--- config.mk ---
export PLATFORM = sky130hd
export DESIGN_NAME = dual_wheel_encoder_position_drive_core
export DESIGN_NICKNAME = d
export VERILOG_FILES = /design/src/sv/dwepd_pkg.sv /design/src/sv/dual_wheel_encoder_position_drive_core.sv
export SDC_FILE = /design/constraint.sdc
export NUM_CORES = 2
export LEC_CHECK = 0
export ABC_AREA = 1
export BUFFER_PORTS_ARGS = -buffer_cell sky130_fd_sc_hd__buf_2
export CORE_ASPECT_RATIO = 2
export CORE_UTILIZATION = 45
export CTS_BUF_LIST = sky130_fd_sc_hd__clkbuf_16
export CTS_CLUSTER_DIAMETER = 50
export CTS_CLUSTER_SIZE = 24
export DETAILED_ROUTE_END_ITERATION = 16
export GPL_ROUTABILITY_DRIVEN = 0
export HOLD_SLACK_MARGIN = 0.12
export SKIP_LAST_GASP = 1
export SYNTH_ARGS = -nofsm -noshare
export SYNTH_HDL_FRONTEND = slang
export SYNTH_SLANG_ARGS = --single-unit
--- constraint.sdc ---
create_clock -name clk_i -period 9.15 [get_ports clk_i]
set_input_delay 0.4575 -clock clk_i [delete_from_list [all_inputs] [get_ports clk_i]]
set_output_delay 0.4575 -clock clk_i [all_outputs]
set_load 0.005 [all_outputs]
--- src/sv/dwepd_pkg.sv ---
package dwepd_pkg;

  localparam int unsigned CountW = 16;
  localparam int unsigned DistW  = 16;
  localparam int unsigned GainW  = 16;
  localparam int unsigned LimW   = 32;
  localparam int unsigned DutyW  = 8;
  localparam int unsigned MagW   = DistW + 1;
  localparam int unsigned ProdW  = MagW + GainW;

  // A count change above this is taken as a wrap of the 16-bit counter.
  localparam logic [CountW-1:0] WrapLimit = CountW'(10000);
  // The product must reach 0.01 in Q16: p * 100 < 65536 holds exactly for p < 656.
  localparam logic [ProdW-1:0] MinProduct = ProdW'(656);

  localparam logic [GainW-1:0] GainReset  = GainW'(6554);
  localparam logic [LimW-1:0]  LimAReset  = 32'h1815_1711;
  localparam logic [LimW-1:0]  LimBReset  = 32'h2116_1E15;

  typedef enum logic [1:0] {
    CFG_GAIN_A   = 2'd0,
    CFG_GAIN_B   = 2'd1,
    CFG_LIMITS_A = 2'd2,
    CFG_LIMITS_B = 2'd3
  } cfg_idx_e;

  typedef enum logic [1:0] {
    HEAD_NONE = 2'd0,
    HEAD_FWD  = 2'd1,
    HEAD_BACK = 2'd2,
    HEAD_RSVD = 2'd3
  } heading_e;

  // Per-wheel values carried from the state update to the duty stage.
  typedef struct packed {
    logic [MagW-1:0]  mag;
    logic [GainW-1:0] gain;
    logic [DutyW-1:0] lo;
    logic [DutyW-1:0] hi;
  } wheel_stage_t;

  typedef struct packed {
    logic                    load;
    wheel_stage_t            wa;
    wheel_stage_t            wb;
    heading_e                dir_a;
    heading_e                dir_b;
    logic signed [DistW-1:0] left_a;
    logic signed [DistW-1:0] left_b;
    logic                    arrived;
  } mid_stage_t;

endpackage

--- src/sv/dual_wheel_encoder_position_drive_core.sv ---
// A result passes the middle stage register and then the output register on its way out.
// Throughput: one transaction per cycle while m_axis_tready is high; the state update sits in
// the first stage and the 17x16 duty multiply with its limit compares in the second.
// Reset (rst_ni low, asynchronous): remaining distances, previous counts and headings clear,
// gains and limits return to their defaults and both pipeline stages empty.
module dual_wheel_encoder_position_drive_core (
  input  logic        clk_i,
  input  logic        rst_ni,
  // Slave side. tdata: count_a, count_b, target_a, target_b from the lowest bit up.
  input  logic        s_axis_tvalid,
  output logic        s_axis_tready,
  input  logic [63:0] s_axis_tdata,
  // tuser: action (0 control tick, 1 load targets).
  input  logic        s_axis_tuser,
  // Master side. tdata: duty_a, duty_b, dir_a, dir_b, idle_a, idle_b, left_a, left_b,
  // arrived from the lowest bit up, then one zero pad bit.
  output logic        m_axis_tvalid,
  input  logic        m_axis_tready,
  output logic [55:0] m_axis_tdata,
  // Configuration write port.
  input  logic        cfg_we_i,
  input  logic [1:0]  cfg_idx_i,
  input  logic [31:0] cfg_data_i
);

  localparam int unsigned CountW = dwepd_pkg::CountW;
  localparam int unsigned DistW  = dwepd_pkg::DistW;
  localparam int unsigned GainW  = dwepd_pkg::GainW;
  localparam int unsigned LimW   = dwepd_pkg::LimW;
  localparam int unsigned DutyW  = dwepd_pkg::DutyW;
  localparam int unsigned MagW   = dwepd_pkg::MagW;
  localparam int unsigned ProdW  = dwepd_pkg::ProdW;

  // Result of one wheel's state update.
  typedef struct packed {
    logic signed [DistW-1:0] rem;
    dwepd_pkg::heading_e     head;
    dwepd_pkg::wheel_stage_t stage;
  } wheel_upd_t;

  // Configuration registers.
  logic [GainW-1:0] gain_a_q, gain_b_q;
  logic [LimW-1:0]  limits_a_q, limits_b_q;

  // Architectural state.
  logic signed [DistW-1:0] remaining_a_q, remaining_b_q;
  logic [CountW-1:0]       prev_count_a_q, prev_count_b_q;
  dwepd_pkg::heading_e     heading_a_q, heading_b_q;

  // Pipeline registers.
  logic                  mid_valid_q;
  dwepd_pkg::mid_stage_t mid_q, mid_d;
  logic                  out_valid_q;
  logic [55:0]           out_data_q, out_data_d;

  logic in_fire, mid_adv, out_free;

  logic                    action;
  logic [CountW-1:0]       count_a, count_b;
  logic signed [DistW-1:0] target_a, target_b;
  wheel_upd_t              upd_a, upd_b;
  logic signed [DistW-1:0] rem_a_d, rem_b_d;
  dwepd_pkg::heading_e     head_a_d, head_b_d;
  logic [DutyW-1:0]        duty_a, duty_b;

  assign action   = s_axis_tuser;
  assign count_a  = s_axis_tdata[15:0];
  assign count_b  = s_axis_tdata[31:16];
  assign target_a = s_axis_tdata[47:32];
  assign target_b = s_axis_tdata[63:48];

  // The output register frees when empty or being taken; the middle stage moves into it then.
  assign out_free      = !out_valid_q || m_axis_tready;
  assign mid_adv       = mid_valid_q && out_free;
  assign s_axis_tready = !mid_valid_q || out_free;
  assign in_fire       = s_axis_tvalid && s_axis_tready;

  // Tick update for one wheel: count change with wrap handling, move toward zero,
  // saturate to 16 bits, and take the forward limit pair only when the old distance is positive.
  function automatic wheel_upd_t wheel_update(
    input logic signed [DistW-1:0] rem,
    input logic [CountW-1:0]       prev,
    input dwepd_pkg::heading_e     head,
    input logic [CountW-1:0]       count,
    input logic [GainW-1:0]        gain,
    input logic [LimW-1:0]         limits
  );
    wheel_upd_t              res;
    logic [CountW-1:0]       diff;
    logic signed [DistW+2:0] sum;
    logic signed [DistW-1:0] sat;
    logic                    fwd;
    diff = (count >= prev) ? (count - prev) : (prev - count);
    // Above the wrap limit the change is 65536 minus the change, which is its negation mod 2^16.
    if (diff > dwepd_pkg::WrapLimit) begin
      diff = CountW'(~diff + CountW'(1));
    end
    fwd      = (rem > 0);
    res.head = head;
    sum      = (DistW+3)'(rem);
    if (fwd) begin
      res.head = dwepd_pkg::HEAD_FWD;
      sum      = (DistW+3)'(rem) - $signed({3'b000, diff});
    end else if (rem < 0) begin
      res.head = dwepd_pkg::HEAD_BACK;
      sum      = (DistW+3)'(rem) + $signed({3'b000, diff});
    end
    if (sum > (DistW+3)'(32767)) begin
      sat = 16'sh7FFF;
    end else if (sum < -(DistW+3)'(32768)) begin
      sat = 16'sh8000;
    end else begin
      sat = sum[DistW-1:0];
    end
    res.rem        = sat;
    res.stage.mag  = sat[DistW-1] ? MagW'(-(MagW'($signed(sat)))) : MagW'(sat);
    res.stage.gain = gain;
    res.stage.lo   = fwd ? limits[7:0]  : limits[23:16];
    res.stage.hi   = fwd ? limits[15:8] : limits[31:24];
    return res;
  endfunction

  // Duty from the exact Q16 product: zero on load or below 0.01, then minimum test, then maximum.
  function automatic logic [DutyW-1:0] wheel_duty(
    input dwepd_pkg::wheel_stage_t st,
    input logic                    load
  );
    logic [ProdW-1:0]       prod;
    logic [ProdW-16-1:0]    whole;
    logic [DutyW-1:0]       duty;
    prod  = ProdW'(st.mag) * ProdW'(st.gain);
    whole = prod[ProdW-1:16];
    if (load || prod < dwepd_pkg::MinProduct) begin
      duty = '0;
    end else if (whole < (ProdW-16)'(st.lo)) begin
      duty = st.lo;
    end else if (whole > (ProdW-16)'(st.hi) ||
                 (whole == (ProdW-16)'(st.hi) && prod[15:0] != '0)) begin
      duty = st.hi;
    end else begin
      duty = whole[DutyW-1:0];
    end
    return duty;
  endfunction

  assign upd_a = wheel_update(remaining_a_q, prev_count_a_q, heading_a_q, count_a,
                              gain_a_q, limits_a_q);
  assign upd_b = wheel_update(remaining_b_q, prev_count_b_q, heading_b_q, count_b,
                              gain_b_q, limits_b_q);

  // A load takes the new targets and keeps the headings; a tick takes the updated values.
  always_comb begin
    if (action) begin
      rem_a_d  = target_a;
      rem_b_d  = target_b;
      head_a_d = heading_a_q;
      head_b_d = heading_b_q;
    end else begin
      rem_a_d  = upd_a.rem;
      rem_b_d  = upd_b.rem;
      head_a_d = upd_a.head;
      head_b_d = upd_b.head;
    end
    mid_d.load     = action;
    mid_d.wa       = upd_a.stage;
    mid_d.wb       = upd_b.stage;
    mid_d.dir_a    = head_a_d;
    mid_d.dir_b    = head_b_d;
    mid_d.left_a   = rem_a_d;
    mid_d.left_b   = rem_b_d;
    mid_d.arrived  = (rem_a_d == '0) && (rem_b_d == '0);
  end

  assign duty_a = wheel_duty(mid_q.wa, mid_q.load);
  assign duty_b = wheel_duty(mid_q.wb, mid_q.load);

  always_comb begin
    out_data_d = {1'b0, mid_q.arrived, mid_q.left_b, mid_q.left_a,
                  (duty_b == '0), (duty_a == '0),
                  mid_q.dir_b, mid_q.dir_a, duty_b, duty_a};
  end

  // Configuration writes land directly; the user must write only while idle; it is not enforced.
  always_ff @(posedge clk_i or negedge rst_ni) begin
    if (!rst_ni) begin
      gain_a_q   <= dwepd_pkg::GainReset;
      gain_b_q   <= dwepd_pkg::GainReset;
      limits_a_q <= dwepd_pkg::LimAReset;
      limits_b_q <= dwepd_pkg::LimBReset;
    end else if (cfg_we_i) begin
      unique case (dwepd_pkg::cfg_idx_e'(cfg_idx_i))
        dwepd_pkg::CFG_GAIN_A:   gain_a_q   <= cfg_data_i[GainW-1:0];
        dwepd_pkg::CFG_GAIN_B:   gain_b_q   <= cfg_data_i[GainW-1:0];
        dwepd_pkg::CFG_LIMITS_A: limits_a_q <= cfg_data_i;
        dwepd_pkg::CFG_LIMITS_B: limits_b_q <= cfg_data_i;
        default: ;
      endcase
    end
  end

  // State moves at the accepting edge, so the next transaction sees it.
  always_ff @(posedge clk_i or negedge rst_ni) begin
    if (!rst_ni) begin
      remaining_a_q  <= '0;
      remaining_b_q  <= '0;
      prev_count_a_q <= '0;
      prev_count_b_q <= '0;
      heading_a_q    <= dwepd_pkg::HEAD_NONE;
      heading_b_q    <= dwepd_pkg::HEAD_NONE;
    end else if (in_fire) begin
      remaining_a_q  <= rem_a_d;
      remaining_b_q  <= rem_b_d;
      prev_count_a_q <= count_a;
      prev_count_b_q <= count_b;
      heading_a_q    <= head_a_d;
      heading_b_q    <= head_b_d;
    end
  end

  always_ff @(posedge clk_i or negedge rst_ni) begin
    if (!rst_ni) begin
      mid_valid_q <= 1'b0;
      out_valid_q <= 1'b0;
    end else begin
      if (in_fire) begin
        mid_valid_q <= 1'b1;
      end else if (mid_adv) begin
        mid_valid_q <= 1'b0;
      end
      if (mid_adv) begin
        out_valid_q <= 1'b1;
      end else if (m_axis_tready) begin
        out_valid_q <= 1'b0;
      end
    end
  end

  // Payload registers carry no reset.
  always_ff @(posedge clk_i) begin
    if (in_fire) begin
      mid_q <= mid_d;
    end
    if (mid_adv) begin
      out_data_q <= out_data_d;
    end
  end

  assign m_axis_tvalid = out_valid_q;
  assign m_axis_tdata  = out_data_q;

endmodule
* Word level (Yosys, flattened, before mapping)
Index checks and enable logic that the tools add are counted.
** Operators by class
- Reductions and logical operators :: 26
- $mul :: 2
- Magnitude comparators :: 18
- Muxes and demuxes :: 36
- Bitwise logic cells :: 2
- Equal/unequal tests :: 5
- Add/subtract/negate cells :: 12
** Operator list (count)
- $mux W16 :: 10
- $mux W8 :: 10
- $mux W19 :: 4
- $lt A33 B10 Y1 const B :: 2
- $mul A17 B16 Y33 :: 2
- $sub A16 B16 Y16 :: 4
- $gt A19 B16 Y1 const B :: 2
- $lt A19 B16 Y1 const B :: 2
- $add A16 B17 Y18 :: 2
- $sub A16 B17 Y18 :: 2
- $eq A17 B8 Y1 :: 2
- $gt A17 B8 Y1 :: 2
- $lt A17 B8 Y1 :: 2
- $neg A16 Y17 :: 2
- $add A16 B1 Y16 const B :: 2
- $ge A16 B16 Y1 :: 2
- $gt A16 B1 Y1 const B :: 2
- $gt A16 B14 Y1 const B :: 2
- $logic_not A16 Y1 :: 2
- $lt A16 B1 Y1 const B :: 2
- $not A16 Y16 :: 2
- $reduce_bool A16 Y1 :: 2
- $mux W15 :: 2
- $logic_not A8 Y1 :: 2
- other kinds (10) :: 33
** Storage, ports and cells
- Word-level logic and storage cells :: 130
- Flip-flop bits (word level) :: 357
- Input bits :: 104
- Output and inout bits :: 58

* Depth between registers and ports, before layout
- Depth after elaboration :: 14
- Mapped depth :: 54
- Gate-level depth less buffers :: 48

* Worst setup path before layout
Ideal clock, no wire load.
- Path type :: register -> register
- Start :: reg mid_q[62] (netlist name)
- End :: reg out_data_q[21] (netlist: m_axis_tdata[21]) (data pin)
- Library setup time :: 0.138 ns
- Setup slack :: 1.821 ns
- Data required time :: 9.012 ns
- Period minus slack after synthesis :: 7.329 ns
- Arrival time :: 7.191 ns
- Cell stages (with the launch flop) :: 42
- Path buffers :: 2
- Cells stage by stage :: edfxtp_1 > clkbuf_1 > clkbuf_1 > nand2_1 > fa_1 > inv_1 > fa_1 > inv_1 > fa_1 > inv_1 > fa_1 > fa_1 > inv_1 > fa_1 > inv_1 > ha_1 > nand2_1 > inv_1 > [6 not listed] > inv_1 > ha_1 > nand4_1 > nor2_1 > nand3_1 > nor2_1 > nand3b_1 > nor2_1 > nand2_1 > a21oi_4 > nand2_2 > nand2_1 > nand3_1 > nand2_1 > nand2_1 > inv_1 > nand2_1 > nor2_1
** On the way
- Cells in the longest elaborated chain, start to end :: 8
- Elaborated cells between the ends (all ways) :: 13
- Classes of those cells :: mul: 1; order compare: 3; eq/ne: 1; mux: 3; reduce/logical: 5
** Ends and longest elaborated chain
- from (decl) :: RTL line dual_wheel_encoder_position_drive_core.sv:52 : dwepd_pkg::mid_stage_t mid_q, mid_d;
- from (signal assigned) :: RTL line dual_wheel_encoder_position_drive_core.sv:241 : mid_q <= mid_d;
- $mul A17 B16 Y33 (*) :: RTL line dual_wheel_encoder_position_drive_core.sv:131 : prod = ProdW'(st.mag) * ProdW'(st.gain);
- branches (longest 5 deep; another with $gt A17 B8 Y1)
- $mux W8 (*) :: RTL line dual_wheel_encoder_position_drive_core.sv:133 : if (load || prod < dwepd_pkg::MinProduct) begin
- $logic_not A8 Y1 (*) :: RTL line dual_wheel_encoder_position_drive_core.sv:179 : (duty_b == '0), (duty_a == '0),
- net out_data_d[21] :: RTL line dual_wheel_encoder_position_drive_core.sv:54 : logic [55:0] out_data_q, out_data_d;
- to (signal assigned) :: RTL line dual_wheel_encoder_position_drive_core.sv:244 : out_data_q <= out_data_d;
- to (decl) :: RTL line dual_wheel_encoder_position_drive_core.sv:54
Mark *: on every way through the listed nets, which the timed path passes.
A chain may end at the register's enable or synchronous reset.

* Worst setup path in the final report
- Start :: reg mid_q[130] (netlist name)
- End :: reg out_data_q[20] (netlist: m_axis_tdata[20]) (data pin)
The elaborated chain is that of the path after synthesis.

==> key figures <==
Status
  – Status: complete, no violations

Worst setup path
  – CP most frequent cell: nand2_1
  – Worst r2r path cells: 37
  – Critical path type: reg2reg
  – Required @ worst endpoint: 9.56 ns
  – R2r endpoint: m_axis_tdata[20]
  – Worst R2R Start: mid_q[130]
  – Crit path launch type: register
  – CP arrival: 8.76 ns
  – CP max stage cell: edfxtp_1
  – Worst setup path startpoint: mid_q[130]
  – Crit end category: register
  – Critical path buffer and inverter count: 9
  – Top delay family on crit path: adder cells
  – Internal reg-to-reg setup slack: 0.80 ns
  – Levels on crit path: 37
  – Crit path max fanout: 16
  – Slowest stage delay, CP: 0.97 ns
  – Critical Path End: m_axis_tdata[20]

Hold path
  – Worst Hold Depth: 3
  – Worst Hold Class: in2reg

Floorplanning
  – DIE WIDTH: 225 um
  – Initial Util: 45.5%
  – Row count: 163
  – DIE AREA: 101000 um^2
  – # IOs: 162
  – Height of the die: 449 um
  – Core area: 98700 um^2

Synthesis
  – Post-Synth XOR/XNOR Area: 1.97%
  – Mean area per synthesized cell: 7.16 um^2
  – Sequential-to-total area share from yosys stat: 22.1%
  – Asr flop ratio synth: 46.5%
  – Synthesized cell area: 44900 um^2
  – Yosys warns: 0
  – Post-synth EDFFs: 191
  – Syn Inst Count: 6277
  – Synth Area in Simple Gates: 25.1%
  – Top_reg_cell synth: edfxtp_1
  – Combinational family with the most area after synthesis: adder cells
  – Adder-Cell Fraction of Synth Area: 29.4%
  – Mux contribution to synthesized area: 0.0501%
  – Flops & latches, synth: 357
  – Synth unique cells: 59
  – Compound-gate portion of the synthesized area: 6.98%

Routing
  – Post-DR wirelength/cell: 19.4 um
  – 1st-pass router iterations: 6
  – Vias post-DR: 39459
  – Vias/cell: 5.14
  – DRC errors left: 0
  – Routed Antenna Nets: 0
  – Post-Route WL: 149 mm
  – Iter 0 DRT Violations: 2484

CTS
  – Clk_lat worst skew: 0.66 ns
  – Reg clk slew, reported paths: 0.10 ns
  – TritonCTS clock tree: built
  – Root buffer cell: clkbuf_16
  – Clock buffer depth: 3
  – PostCTS Resize Cnt: 0
  – Post CTS Setup Buffer Count: 0
  – Htree depth: 1
  – TritonCTS Buffers: 27
  – Clk sinks: 357

Timing
  – Final hold vios: 0
  – Post-route clock skew: 0.0245 ns
  – # setup viols final: 0
  – Final count of pins violating max slew: 0
  – Shortest period the worst path allows: 8.35 ns
  – Slew @ Worst Pin: 1.18 ns
  – Final TNS setup: 0 ns
  – Max transition margin: 20.7%
  – Fin worst setup slack: 0.802 ns
  – RSZ-0062 raised after global routing: no
  – Fmax: 120 MHz
  – Period utilization: 91.2%

GRT
  – Vias in the first global route: 41238
  – Largest net degree at the start of global routing: 113
  – Overall routing resource usage: 30.0%
  – Antenna violations before repair: 25
  – First-pass GRT wire length: 229 mm
  – GR Overflow Total: 0

Layout
  – Design Area, Final: 48100 um^2
  – Multi-input gate area: 28600 um^2
  – Register Area: 9940 um^2
  – Share of cells above drive strength 1: 6.48%
  – FILL cells: 10177
  – Nets@finish: 7224
  – Layout Area Growth over Synthesis: 7.15%

Run
  – MaxCap Viol Count: 0

Place
  – Port bufs: 160
  – Final HPWL DP: 122 mm
  – Area post-placement: 46700 um^2
  – Pre-CTS setup slack: 0.883 ns
-- per-layer routing --
| metal | track usage [%] | vias up | part of all wire, % |
|---|---|---|---|
| met2 | 56.1 | 1296 | 53 |
| met1 | 27.4 | 18617 | 31 |
| met3 | 4.29 | 587 | 4.8 |
| met5 | 0 | - | 0.10 |
| met4 | 27.6 | 18 | 11 |
| li1 | - | 18941 | - |
-- sequential cells by signal (all words and copies together) (netlist names) --
register,cells
mid_q,136
m_axis_tdata,55
limits_a_q,32
limits_b_q,32
gain_a_q,16
gain_b_q,16
prev_count_a_q,16
prev_count_b_q,16
remaining_a_q,16
remaining_b_q,16
heading_a_q,2
heading_b_q,2
m_axis_tvalid,1
mid_valid_q,1
-- how the worst min path moves through the flow --
stage / slack, ns / end / start
after global placement: 0.40 / m_axis_tdata[51] / mid_q[14]
after floorplan: 0.16 / gain_a_q[0] / rst_ni
final: 0.14 / prev_count_a_q[12] / s_axis_tdata[12]
after detailed placement: 0.41 / m_axis_tdata[48] / mid_q[11]
after global routing: 0.15 / prev_count_a_q[12] / s_axis_tdata[12]
after CTS: 0.12 / limits_b_q[23] / cfg_data_i[23]
-- worst register-to-register path: cells and delay by family (launching register included) --
kind	cells	cell delay, ns
DFF	1	0.97
adders and majority gates	8	3.85
xor gates and xnor gates	1	0.23
and+or+nand+nor	19	2.48
buffers and inverters	9	0.61
-- metrics by stage --
step,hold WS [ns],utilization [%],cells
floorplan,0.162,-,6279
CTS,0.122,48.7,7658
finish,0.136,48.8,7674
detailed placement,0.405,47.3,7561
global route,0.148,48.8,7671
global placement,0.403,47.3,7561
-- logic make-up after synthesis --
kind of cell	Yosys count
AND/OR/NAND/NOR	2767
buffers and inverters	1666
adder cells (fa/ha/maj)	802
AO/OA/AOI/OAI	581
flip-flops	357
XOR/XNOR	101
multiplexers	2
other	1
-- cell usage in the layout (no fill, tap or decap), types with 9 or more instances in the layout --
| master | count |
|---|---|
| o21ai_1 | 21 |
| nand3b_1 | 17 |
| nand3_1 | 258 |
| a21oi_1 | 202 |
| o21bai_1 | 21 |
| nor2_1 | 350 |
| dfrtp_1 | 129 |
| dfstp_2 | 37 |
| nor3_1 | 32 |
| clkbuf_16 | 27 |
| inv_1 | 1402 |
| nand2_1 | 1969 |
| nand3_2 | 13 |
| o21a_1 | 9 |
| nand4_1 | 36 |
| buf_4 | 41 |
| edfxtp_1 | 191 |
| dlygate4sd3_1 | 48 |
| fa_1 | 424 |
| xnor2_1 | 17 |
| a31oi_1 | 15 |
| inv_2 | 26 |
| ha_1 | 378 |
| xor2_1 | 84 |
| buf_2 | 159 |
| nand2_2 | 29 |
| nor2_2 | 11 |
| diode_2 | 16 |
| or2_2 | 17 |
| o21ai_0 | 267 |
-- synthesized netlist by cell type, drive strengths merged, types with 84 or more instances --
library cell | count | area share [%]
inv | 1427 | 12
clkbuf | 178 | 1.5
nand3 | 272 | 3.2
nand2 | 2004 | 17
o21ai | 291 | 3.3
ha | 378 | 11
dfrtp | 129 | 7.2
edfxtp | 191 | 13
xor2 | 84 | 1.6
nor2 | 365 | 3.2
a21oi | 209 | 2.4
fa | 424 | 19
-- what timing repair did --
action / 4_1_cts / 5_1_grt
hold buffers: 48 / 0
endpoints found under the setup margin: 0 / 0
hold endpoints to repair: 146 / 0
-- final cells by class --
| type | instances | share of cell area [%] |
|---|---|---|
| clock inverters | 22 | 0.598 |
| repair buffers | 249 | 3.31 |
| flip-flops and latches | 357 | 20.6 |
| diodes | 16 | 0.0832 |
| clock buffers | 27 | 1.40 |
| well taps | 1320 | 3.43 |
| multi-input cells | 4256 | 59.4 |
| inverters | 1427 | 11.2 |
Power is not shown: default switching activity piles up to over one toggle a cycle in this logic, so the estimate is an artifact.
